### src/hw/rtl/assert_macros.svh
// ---------------------------------------------------------------------------
// Assertion macros
// Shared wrappers for clocked concurrent assertions.
// ---------------------------------------------------------------------------
`ifndef ASSERT_MACROS_SVH
`define ASSERT_MACROS_SVH

// Property must hold at every rising edge outside reset.
`define DQ_ASSERT(label, prop, msg) \
  label: assert property (@(posedge clk) disable iff (rst) (prop)) else $error(msg);

// Implication form: when cond holds, prop must hold in the next cycle.
`define DQ_ASSERT_NEXT(label, cond, prop, msg) \
  label: assert property (@(posedge clk) disable iff (rst) (cond) |=> (prop)) \
    else $error(msg);

`endif

### src/hw/rtl/dq_pkg.sv
// ---------------------------------------------------------------------------
// dq_pkg
// Types and codes shared by the deque core and its channel interfaces.
// ---------------------------------------------------------------------------
package dq_pkg;

  localparam int unsigned DATA_W = 32;
  localparam int unsigned FUNC_W = 3;
  localparam int unsigned OCC_W  = 7;
  localparam int unsigned STAT_W = 2;

  // Operation codes
  localparam logic [FUNC_W-1:0] FUNC_PUSH_FRONT = 3'd0;
  localparam logic [FUNC_W-1:0] FUNC_PUSH_BACK  = 3'd1;
  localparam logic [FUNC_W-1:0] FUNC_POP_FRONT  = 3'd2;
  localparam logic [FUNC_W-1:0] FUNC_POP_BACK   = 3'd3;
  localparam logic [FUNC_W-1:0] FUNC_CLEAR      = 3'd4;
  localparam logic [FUNC_W-1:0] FUNC_QUERY      = 3'd5;

  // Status codes
  localparam logic [STAT_W-1:0] STATUS_OK    = 2'd0;
  localparam logic [STAT_W-1:0] STATUS_FULL  = 2'd1;
  localparam logic [STAT_W-1:0] STATUS_EMPTY = 2'd2;

  localparam logic signed [DATA_W-1:0] EMPTY_VALUE = -32'sd1;

  typedef struct packed {
    logic [FUNC_W-1:0]        func;
    logic signed [DATA_W-1:0] value;
  } req_t;

  typedef struct packed {
    logic signed [DATA_W-1:0] front_value;
    logic signed [DATA_W-1:0] back_value;
    logic [OCC_W-1:0]         occupancy;
    logic                     is_empty;
    logic [STAT_W-1:0]        status;
  } rsp_t;

endpackage

### src/hw/rtl/dq_if.sv
// ---------------------------------------------------------------------------
// dq_if
// Valid/ready channels for deque requests and responses.
// ---------------------------------------------------------------------------
interface dq_req_if;
  logic          valid;
  logic          ready;
  dq_pkg::req_t  payload;

  modport source (output valid, output payload, input ready);
  modport sink   (input valid, input payload, output ready);
endinterface

interface dq_rsp_if;
  logic          valid;
  logic          ready;
  dq_pkg::rsp_t  payload;

  modport source (output valid, output payload, input ready);
  modport sink   (input valid, input payload, output ready);
endinterface

### src/hw/rtl/double_ended_queue_core.sv
// ---------------------------------------------------------------------------
// double_ended_queue_core
// Double-ended queue of signed 32-bit words in a DEPTH-entry ring memory.
// ---------------------------------------------------------------------------
// Usage:
//   req carries one operation per transaction: push front/back, pop
//   front/back, clear or query (unused codes behave as a query). rsp returns
//   exactly one transaction per request: front and back words (-1 when the
//   queue is empty), the occupancy masked to 7 bits, an empty flag and a
//   status (push rejected when full, pop rejected when empty).
// Timing:
//   Accept cycle: pointers and count update and a push is written to the
//   ring memory. Next cycle: both ends are read through two read ports.
//   Then the response register is loaded once it is free, and rsp.valid
//   rises. A new request is not taken until the sequencer is back in idle;
//   req.ready is high only while idle.
// Reset:
//   Synchronous, active high. Clears the front index, the count, the
//   sequencer and the response valid; req.ready stays low throughout. The
//   memory is not cleared; only entries written by a push reach the response.
// Back-pressure:
//   A response waiting in the output register does not block acceptance of
//   the next request; the sequencer holds in its final cycle until the
//   output register is free.
// ---------------------------------------------------------------------------
`include "assert_macros.svh"

module double_ended_queue_core #(
  parameter int unsigned DEPTH = 64
) (
  input  logic           clk,
  input  logic           rst,
  dq_req_if.sink         req,
  dq_rsp_if.source       rsp
);

  localparam int unsigned AW = (DEPTH > 1) ? $clog2(DEPTH) : 1;
  localparam int unsigned CW = $clog2(DEPTH + 1);
  localparam int unsigned SW = AW + 1;   // sum width, holds up to 2*DEPTH-1

  localparam logic [AW-1:0] LAST_IDX  = AW'(DEPTH - 1);
  localparam logic [CW-1:0] FULL_CNT  = CW'(DEPTH);
  localparam logic [SW-1:0] DEPTH_SUM = SW'(DEPTH);

  typedef enum logic [2:0] {
    S_IDLE = 3'b001,
    S_READ = 3'b010,
    S_LOAD = 3'b100
  } state_t;

  // Reduce a sum below 2*DEPTH into a ring index.
  function automatic logic [AW-1:0] ring_wrap(input logic [SW-1:0] sum);
    logic [SW-1:0] red;
    red = (sum >= DEPTH_SUM) ? (sum - DEPTH_SUM) : sum;
    return red[AW-1:0];
  endfunction

  // Ring memory
  logic signed [dq_pkg::DATA_W-1:0] mem [DEPTH];

  state_t                      state;
  logic [AW-1:0]               front_index;
  logic [AW-1:0]               front_index_next;
  logic [CW-1:0]               entry_count;
  logic [CW-1:0]               entry_count_next;
  logic [dq_pkg::STAT_W-1:0]   status;
  logic [dq_pkg::STAT_W-1:0]   status_next;

  logic                        wr_en;
  logic [AW-1:0]               wr_addr;
  logic [AW-1:0]               back_addr;
  logic [AW-1:0]               tail_addr;

  logic signed [dq_pkg::DATA_W-1:0] rd_front;
  logic signed [dq_pkg::DATA_W-1:0] rd_back;

  logic                        rsp_valid;
  dq_pkg::rsp_t                rsp_data;

  logic                        accept;
  logic                        is_full;
  logic                        is_none;
  logic                        load;

  assign accept  = req.valid && req.ready;
  assign is_full = (entry_count == FULL_CNT);
  assign is_none = (entry_count == '0);
  assign load    = (state == S_LOAD) && (!rsp_valid || rsp.ready);

  // Slot after the back entry, used by push back (count < DEPTH there)
  assign tail_addr = ring_wrap({1'b0, front_index} + SW'(entry_count));
  // Back entry; meaningless when empty, masked at the output
  assign back_addr = ring_wrap({1'b0, front_index} + SW'(entry_count) - SW'(1));

  // Operation decode
  always_comb begin
    front_index_next = front_index;
    entry_count_next = entry_count;
    status_next      = dq_pkg::STATUS_OK;
    wr_en            = 1'b0;
    wr_addr          = tail_addr;
    case (req.payload.func)
      dq_pkg::FUNC_PUSH_FRONT: begin
        if (is_full) begin
          status_next = dq_pkg::STATUS_FULL;
        end else begin
          front_index_next = (front_index == '0) ? LAST_IDX : front_index - AW'(1);
          wr_addr          = front_index_next;
          wr_en            = 1'b1;
          entry_count_next = entry_count + CW'(1);
        end
      end
      dq_pkg::FUNC_PUSH_BACK: begin
        if (is_full) begin
          status_next = dq_pkg::STATUS_FULL;
        end else begin
          wr_en            = 1'b1;
          entry_count_next = entry_count + CW'(1);
        end
      end
      dq_pkg::FUNC_POP_FRONT: begin
        if (is_none) begin
          status_next = dq_pkg::STATUS_EMPTY;
        end else begin
          front_index_next = (front_index == LAST_IDX) ? '0 : front_index + AW'(1);
          entry_count_next = entry_count - CW'(1);
        end
      end
      dq_pkg::FUNC_POP_BACK: begin
        if (is_none) begin
          status_next = dq_pkg::STATUS_EMPTY;
        end else begin
          entry_count_next = entry_count - CW'(1);
        end
      end
      dq_pkg::FUNC_CLEAR: begin
        front_index_next = '0;
        entry_count_next = '0;
      end
      default: begin
        // query and unused codes leave the queue as it is
      end
    endcase
  end

  // Write port: a push lands in the accept cycle, before the reads in S_READ
  always_ff @(posedge clk) begin
    if (accept && wr_en) begin
      mem[wr_addr] <= req.payload.value;
    end
  end

  // Two registered read ports, addressed from the updated pointers
  always_ff @(posedge clk) begin
    if (state == S_READ) begin
      rd_front <= mem[front_index];
      rd_back  <= mem[back_addr];
    end
  end

  // Sequencer and queue pointers
  always_ff @(posedge clk) begin
    if (rst) begin
      state       <= S_IDLE;
      front_index <= '0;
      entry_count <= '0;
    end else begin
      case (state)
        S_IDLE: begin
          if (accept) begin
            front_index <= front_index_next;
            entry_count <= entry_count_next;
            state       <= S_READ;
          end
        end
        S_READ: begin
          state <= S_LOAD;
        end
        S_LOAD: begin
          if (load) begin
            state <= S_IDLE;
          end
        end
        default: begin
          state <= S_IDLE;
        end
      endcase
    end
  end

  // Status is captured with the transaction
  always_ff @(posedge clk) begin
    if (accept) begin
      status <= status_next;
    end
  end

  // Output register
  always_ff @(posedge clk) begin
    if (rst) begin
      rsp_valid <= 1'b0;
    end else if (load) begin
      rsp_valid <= 1'b1;
    end else if (rsp.ready) begin
      rsp_valid <= 1'b0;
    end
  end

  always_ff @(posedge clk) begin
    if (load) begin
      rsp_data.front_value <= is_none ? dq_pkg::EMPTY_VALUE : rd_front;
      rsp_data.back_value  <= is_none ? dq_pkg::EMPTY_VALUE : rd_back;
      rsp_data.occupancy   <= dq_pkg::OCC_W'(entry_count);
      rsp_data.is_empty    <= is_none;
      rsp_data.status      <= status;
    end
  end

  assign req.ready   = (state == S_IDLE) && !rst;
  assign rsp.valid   = rsp_valid;
  assign rsp.payload = rsp_data;

  // Checks
  `DQ_ASSERT(a_count_bound, entry_count <= FULL_CNT, "entry count beyond depth")
  `DQ_ASSERT(a_empty_marks,
    !(rsp.valid && rsp.payload.is_empty) ||
      ((rsp.payload.front_value == dq_pkg::EMPTY_VALUE) &&
       (rsp.payload.back_value == dq_pkg::EMPTY_VALUE)),
    "empty response carries data")
  `DQ_ASSERT_NEXT(a_accept_seq, accept, state == S_READ, "accepted request did not start a read")
  `DQ_ASSERT_NEXT(a_full_hold,
    accept && is_full &&
      ((req.payload.func == dq_pkg::FUNC_PUSH_FRONT) ||
       (req.payload.func == dq_pkg::FUNC_PUSH_BACK)),
    $stable(entry_count) && $stable(front_index),
    "rejected push changed the queue")

endmodule
### src/flat_wrapper.sv
// flat-port wrapper written by rule: the top's interface ports become plain ports
module double_ended_queue_core_flat 
#(
  parameter int unsigned DEPTH = 64
)
  (clk, rst, req_valid, req_payload, req_ready, rsp_valid, rsp_payload, rsp_ready);
  dq_req_if req_i ();
  dq_rsp_if rsp_i ();
  input  logic clk;
  input  logic rst;
  input wire logic [$bits(req_i.valid)-1:0] req_valid;
  input wire logic [$bits(req_i.payload)-1:0] req_payload;
  output wire logic [$bits(req_i.ready)-1:0] req_ready;
  output wire logic [$bits(rsp_i.valid)-1:0] rsp_valid;
  output wire logic [$bits(rsp_i.payload)-1:0] rsp_payload;
  input wire logic [$bits(rsp_i.ready)-1:0] rsp_ready;
  assign req_i.valid = req_valid;
  assign req_i.payload = req_payload;
  assign req_ready = req_i.ready;
  assign rsp_valid = rsp_i.valid;
  assign rsp_payload = rsp_i.payload;
  assign rsp_i.ready = rsp_ready;
  double_ended_queue_core #(.DEPTH(DEPTH)) u_core (.clk(clk), .rst(rst), .req(req_i), .rsp(rsp_i));
endmodule
### config.mk
export PLATFORM = sky130hd
export DESIGN_NAME = double_ended_queue_core_flat
export DESIGN_NICKNAME = d
export VERILOG_FILES = /design/src/hw/rtl/dq_pkg.sv /design/src/hw/rtl/dq_if.sv /design/src/hw/rtl/double_ended_queue_core.sv /design/src/flat_wrapper.sv
export VERILOG_INCLUDE_DIRS = /design/src /design/src/hw/rtl
export SDC_FILE = /design/constraint.sdc
export NUM_CORES = 2
export LEC_CHECK = 0
export BUFFER_PORTS_ARGS = -buffer_cell sky130_fd_sc_hd__buf_2
export CORE_MARGIN = 4
export CORE_UTILIZATION = 39
export CTS_CLUSTER_DIAMETER = 30
export DETAILED_ROUTE_END_ITERATION = 10
export PLACE_DENSITY = 0.5
export SYNTH_ARGS = -nofsm -noshare
export SYNTH_HDL_FRONTEND = slang
export SYNTH_SLANG_ARGS = --single-unit
### constraint.sdc
create_clock -name clk -period 7.1 [get_ports clk]
set_input_delay 0 -clock clk [delete_from_list [all_inputs] [get_ports clk]]
set_output_delay 0 -clock clk [all_outputs]
set_load 0.05 [all_outputs]
# After elaboration in Yosys (flattened, before gate mapping)
# Memory sizes are Yosys's and may differ from the RTL's. A register that Yosys moved wholly into a read port is not among the register bits.
# Cells that the tools add are included.
[totals]
latch_bits = 0
rom_bits = 0
input_bits = 39
n_memories = 1
ff_bits = 93
elab_cells = 78
ram_bits = 2048
[memory_table]
columns = ["name", "depth", "word_bits", "rd", "rd_ports_with_merged_regs", "wr", "line", "text"]
rows = [
  ["u_core.mem", 64, 32, 2, 2, 1, "double_ended_queue_core.sv:59", "logic signed [dq_pkg::DATA_W-1:0] mem [DEPTH];"],
]
[op_classes]
multipliers = 0
reduce_logical = 18
n_lt_le_gt_ge = 2
n_shift = 0
n_addsub = 8
bitwise_logic = 0
n_mux = 24
n_div = 0
n_eq_ne = 15
[ops]
columns = ["operator", "n"]
rows = [
  ["$mux W6", 8],
  ["$pmux W7 S3", 1],
  ["$pmux W6 S3", 1],
  ["$sub A6 B1 Y6 const B", 3],
  ["$ge A7 B7 Y1 const B", 2],
  ["$mux W7", 2],
  ["$sub A7 B1 Y7 const B", 2],
  ["$reduce_and A5 Y1", 2],
  ["$eq A3 B2 Y1 const B", 3],
  ["$pmux W3 S3", 1],
  ["$ne A2 B2 Y1 const B", 4],
  ["$add A6 B7 Y7", 1],
  ["$add A7 B1 Y7 const B", 1],
  ["$eq A7 B7 Y1 const B", 1],
  ["$logic_not A7 Y1", 1],
  ["$mux W1", 7],
  ["$add A6 B1 Y6 const B", 1],
  ["$eq A3 B1 Y1 const B", 2],
  ["$eq A3 B3 Y1 const B", 2],
  ["$eq A6 B6 Y1 const B", 1],
  ["$logic_not A6 Y1", 1],
  ["$mux W3", 2],
  ["$reduce_bool A3 Y1", 2],
  ["$logic_and A1 B1 Y1", 4],
  ["other kinds (9)", 12],
]

# Logic depth before layout (Yosys ltp)
[logic_depth]
ltp_word = 6
mapped_depth = 18

# Worst setup path before layout
# No wires, ideal clock.
[synth_timing]
path_type = "register -> register"
from = "reg u_core.state[1]"
to = "reg u_core.rd_back[0] (netlist bit), read port of u_core.mem (enable)"
path_slack_ns = 1.427
path_stages_with_launch = 2
t_arrival_ns = 5.095
required_time_ns = 6.522
path_buffers = 0
period_less_slack_ns = 5.673
cell_sequence = "dfxtp_1 nor3b_1"
[synth_via]
elab_chain_len = 1
[synth_rtl]
columns = ["item", "line", "text"]
rows = [
  ["start: declaration", "double_ended_queue_core.sv:61", "state_t state;"],
  ["start signal: assignment", "double_ended_queue_core.sv:164", "state <= S_IDLE;"],
  ["start signal: assignment", "double_ended_queue_core.sv:173", "state <= S_READ;"],
  ["start signal: assignment", "double_ended_queue_core.sv:177", "state <= S_LOAD;"],
  ["$eq A3 B2 Y1", "double_ended_queue_core.sv:155", "if (state == S_READ) begin"],
  ["end: declaration", "double_ended_queue_core.sv:75", "logic signed [dq_pkg::DATA_W-1:0] rd_back;"],
]
# Every way passes these cells.
# A chain may end at the register's enable or synchronous reset.

# Final worst setup path
[layout_timing]
from = "reg u_core.front_index[1]"
to = "mem u_core.mem[10][5] (netlist bit) (enable)"
[layout_via]
elab_chain_len = 5
elab_cells_between_ends = 9
classes_between = "3 x add/sub; 1 x order compare; 4 x mux; 1 x reduce/logical"
[layout_rtl]
columns = ["item", "line", "text"]
rows = [
  ["start: declaration", "double_ended_queue_core.sv:62", "logic [AW-1:0] front_index;"],
  ["start signal: assignment", "double_ended_queue_core.sv:171", "front_index <= front_index_next;"],
  ["$add A6 B7 Y7", "double_ended_queue_core.sv:91", "assign tail_addr = ring_wrap({1'b0, front_index} + SW'(entry_count));"],
  ["$sub A6 B1 Y6 or $ge A7 B7 Y1 (tied branches)", "double_ended_queue_core.sv:54", "red = (sum >= DEPTH_SUM) ? (sum - DEPTH_SUM) : sum;"],
  ["$mux W6", "double_ended_queue_core.sv:54", ""],
  ["$mux W6", "double_ended_queue_core.sv:104", "if (is_full) begin"],
  ["$mux W6 *", "double_ended_queue_core.sv:102", "case (req.payload.func)"],
  ["end: declaration", "double_ended_queue_core.sv:59", ""],
]
# Every way passes the cells marked *; elsewhere a longest branch is shown, timed or not.

==> results.cfg <==
[run_status]
run_status = completed

[floorplanning]
core_area_sq_mm = 0.257
ios = 115
rows = 186
die_y_microns = 516
dieArea_sq_mm = 0.266
chipWidth_microns = 516
start_util = 0.392

[final_layout]
layout-drive-gt1-share = 0.450
syn2layout_area_growth_pct = 22.8
instances_no_fill = 8913
fin_nets = 5171

[placed_design]
place_congestion = 0.822
port_buffers = 114
placed_cells = 7956
dp_hpwl_microns = 218000

[timing]
final-setup-viol-count = 0
rsz0062_at_grt = no
post-route-period-util = 0.729
hold_violations = 0
clock_skew_ns = 0.130
worst_pin_slew_ns = 1.39
slew_violations = 0
fmax_mhz = 193
finalCriticalPeriod_ns = 5.17
relSlewSlack = 0.0657
setup_tns_ns = 0

[synthesis]
synth_cell_types = 67
synth-seq-cells = 2205
ys.flop_type = edfxtp_1
synthXorXnorAreaFrac = 0.00134
avgSynthCellArea_sq_um = 21.7
synth_edf_count = 2188
muxShareOfSynthArea = 0.284
synth_fa_ha_area_frac = 0.00214
yosysWarningCount = 0
syn_area_sq_mm = 0.101
synthSimpleGateAreaFrac = 0.0186
async_flop_share = 0
synth_area_leaders = edfxtp_1 (65%), mux4_2 (26%), mux2i_1 (1.6%), buf_2 (0.75%), nor2_1 (0.59%)
seq_area_frac_synth = 0.656
yosys.area.top_type_share = 0.653
synth.most_common_cell = edfxtp_1
synth_top_family_by_area = multiplexers
synthCells = 4633
synth-compound-area-share = 0.0205
synthTopCellsByCount = edfxtp_1 (2188), mux4_2 (1183), mux2i_1 (158)
synth_top_cell_by_area = edfxtp_1
synth_nets = 4688

[route]
first_pass_iters = 5
first_iter_violations = 7996
wl_per_cell_microns = 42.1
drtAntennaViolNets = 0
remaining_drc_errors = 0
vias = 58609
finalWirelength_microns = 375000
vias_per_cell = 6.58

[global_route]
grt_pass1_vias = 58484
antenna_found_initial = 36
use_met2 = 0.421
grt_max_degree = 118
grt_overflow = 0
grt_util_met1 = 0.399
grt_pass1_wl_microns = 510000
grtUsageTotal = 0.280
busiest_layer = met2
grt_use_met3 = 0.0745

[min_path]
worstHoldPathType = input port to flip-flop
hold_depth = 4

[power_and_ir_drop]
ir_worst_vdd_mv = 0.241
p_leak_nw = 38.1
p_per_area_mw_per_mm2 = 326

[clock_tree]
cts_buffers = 493
cts_tree = built
postCtsSetupBuffers = 0
cts-root-buf = clkbuf_16
clockBufferDepth = 4
htree_levels = 5
clk_latency_ns = 1.03
clk_pin_slew_worst_paths_ns = 0.05
cts.sinks = 2205

[worst_setup_path]
slowest_delay_ns = 1.01
crit_fanout = 24
r2r_cells = 11
crit_arrival_ns = 5.79
startpoint_type = flip-flop
worst_setup_path_end_kind = flip-flop
crit_chain = clkinv_2 > buf_4 > ha_1 > nor3b_1 > nor2_1 > o31ai_1 > nand2_1 > o32ai_1 > nand2_1 > nor2_4 > buf_4
critPathSlowestCell = nor2_4
required_ns = 7.71
crit_type = flip-flop to flip-flop

[job]
maxCapViolCount = 0
-- worst max-delay path, delay by kind of cell, from the launching register on --
family	cells	cell delay, ns
AO/OA/AOI/OAI	2	0.59
AND/OR/NAND/NOR	5	2.03
buffers and inverters	3	1.33
flip-flops	1	0.48
adder cells (fa/ha/maj)	1	0.32
-- kinds of logic (layout without fill, tap and decap cells) --
kind of cell    count (synthesis)  count (layout)
compound gates                256             256
xor+xnor                       12              12
fa+ha+maj                      16              16
buf+inv                       371            1266
flops                        2205            2205
mux                          1377            1377
other cells                     0               1
simple gates                  396             396
-- layout by cell type, fill, tap and decap left out, types with 14 or more instances in the layout --
cell type / n
a2111oi_2: 30
a211oi_1: 29
a21oi_1: 34
a22o_1: 33
a31oi_1: 18
buf_12: 49
buf_2: 113
buf_4: 130
bufinv_16: 71
clkbuf_1: 53
clkbuf_16: 497
clkinv_1: 68
clkinv_2: 65
clkinv_4: 39
clkinvlp_4: 74
dlygate4sd3_1: 49
edfxtp_1: 2188
inv_1: 16
inv_6: 32
mux2_2: 26
mux2i_1: 158
mux4_2: 1183
nand2_1: 89
nor2_1: 92
nor2_4: 65
nor2b_1: 24
o21ai_0: 14
o22ai_1: 43
or2_2: 70
-- area by class of cell --
cell class / count / area (sq um)
fillers: 20891 / 133000
flip-flops and latches: 2205 / 66100
multi-input cells: 2057 / 33500
clock buffers: 550 / 12600
well taps: 3384 / 4230
clock inverters: 357 / 4110
repair buffers: 341 / 3010
inverters: 18 / 71.3
diodes: 1 / 2.50
-- through the flow --
| step | total power [mW] | instance area, sq um | util | hold WS (ns) | setup slack, ns |
|---|---|---|---|---|---|
| 6_report | 40.3 | 124000 | 0.481 | 0.100 | 1.93 |
| 5_1_grt | 41.4 | 124000 | 0.481 | 0.108 | 1.74 |
| 4_1_cts | 40.6 | 124000 | 0.481 | 0.0190 | 1.98 |
| 3_5_place_dp | 17.7 | 106000 | 0.414 | 0.232 | 2.02 |
| 3_3_place_gp | 17.7 | 106000 | 0.414 | 0.232 | 1.93 |
| 2_1_floorplan | 16.5 | 101000 | - | 0.0989 | 1.43 |
-- worst paths after layout --
kind / to / from / slack (ns)
setup / recovery: u_core.mem[10][5] / u_core.front_index[1] / 1.93
hold reg to reg: u_core.rsp.payload[1] / u_core.status[1] / 0.42
hold / removal: u_core.status[0] / req_payload[33] / 0.10
setup reg to reg: u_core.mem[10][5] / u_core.front_index[1] / 1.93
-- flip-flops by register name (all words and copies together), names as in the netlist --
name                count
u_core.mem           2048
u_core.status           2
u_core.rsp.valid        1
u_core.rd_back         32
u_core.rd_front        32
u_core.front_index      6
u_core.state            3
u_core.rsp.payload     74
u_core.entry_count      7
-- power breakdown --
part	switching [mW]	internal [mW]	leakage, nW
clock network	7.46	15.3	7.95
registers	0.0310	14.4	19.7
logic	1.84	1.24	10.5
total	9.33	31.0	38.1
-- layer usage --
metal / part of all wire / up-vias / wire, microns
li1: - / 21599 / -
met1: 0.41 / 32505 / 153000
met2: 0.45 / 3826 / 170000
met3: 0.10 / 663 / 38900
met4: 0.035 / 16 / 13100
met5: 0.00027 / - / 101
-- timing repair --
action | in CTS | in global routing
endpoints found under the hold margin | 2095 | 0
resized for setup | 0 | 0
hold buffers | 49 | 0
Power figures use the tool's default switching activity.
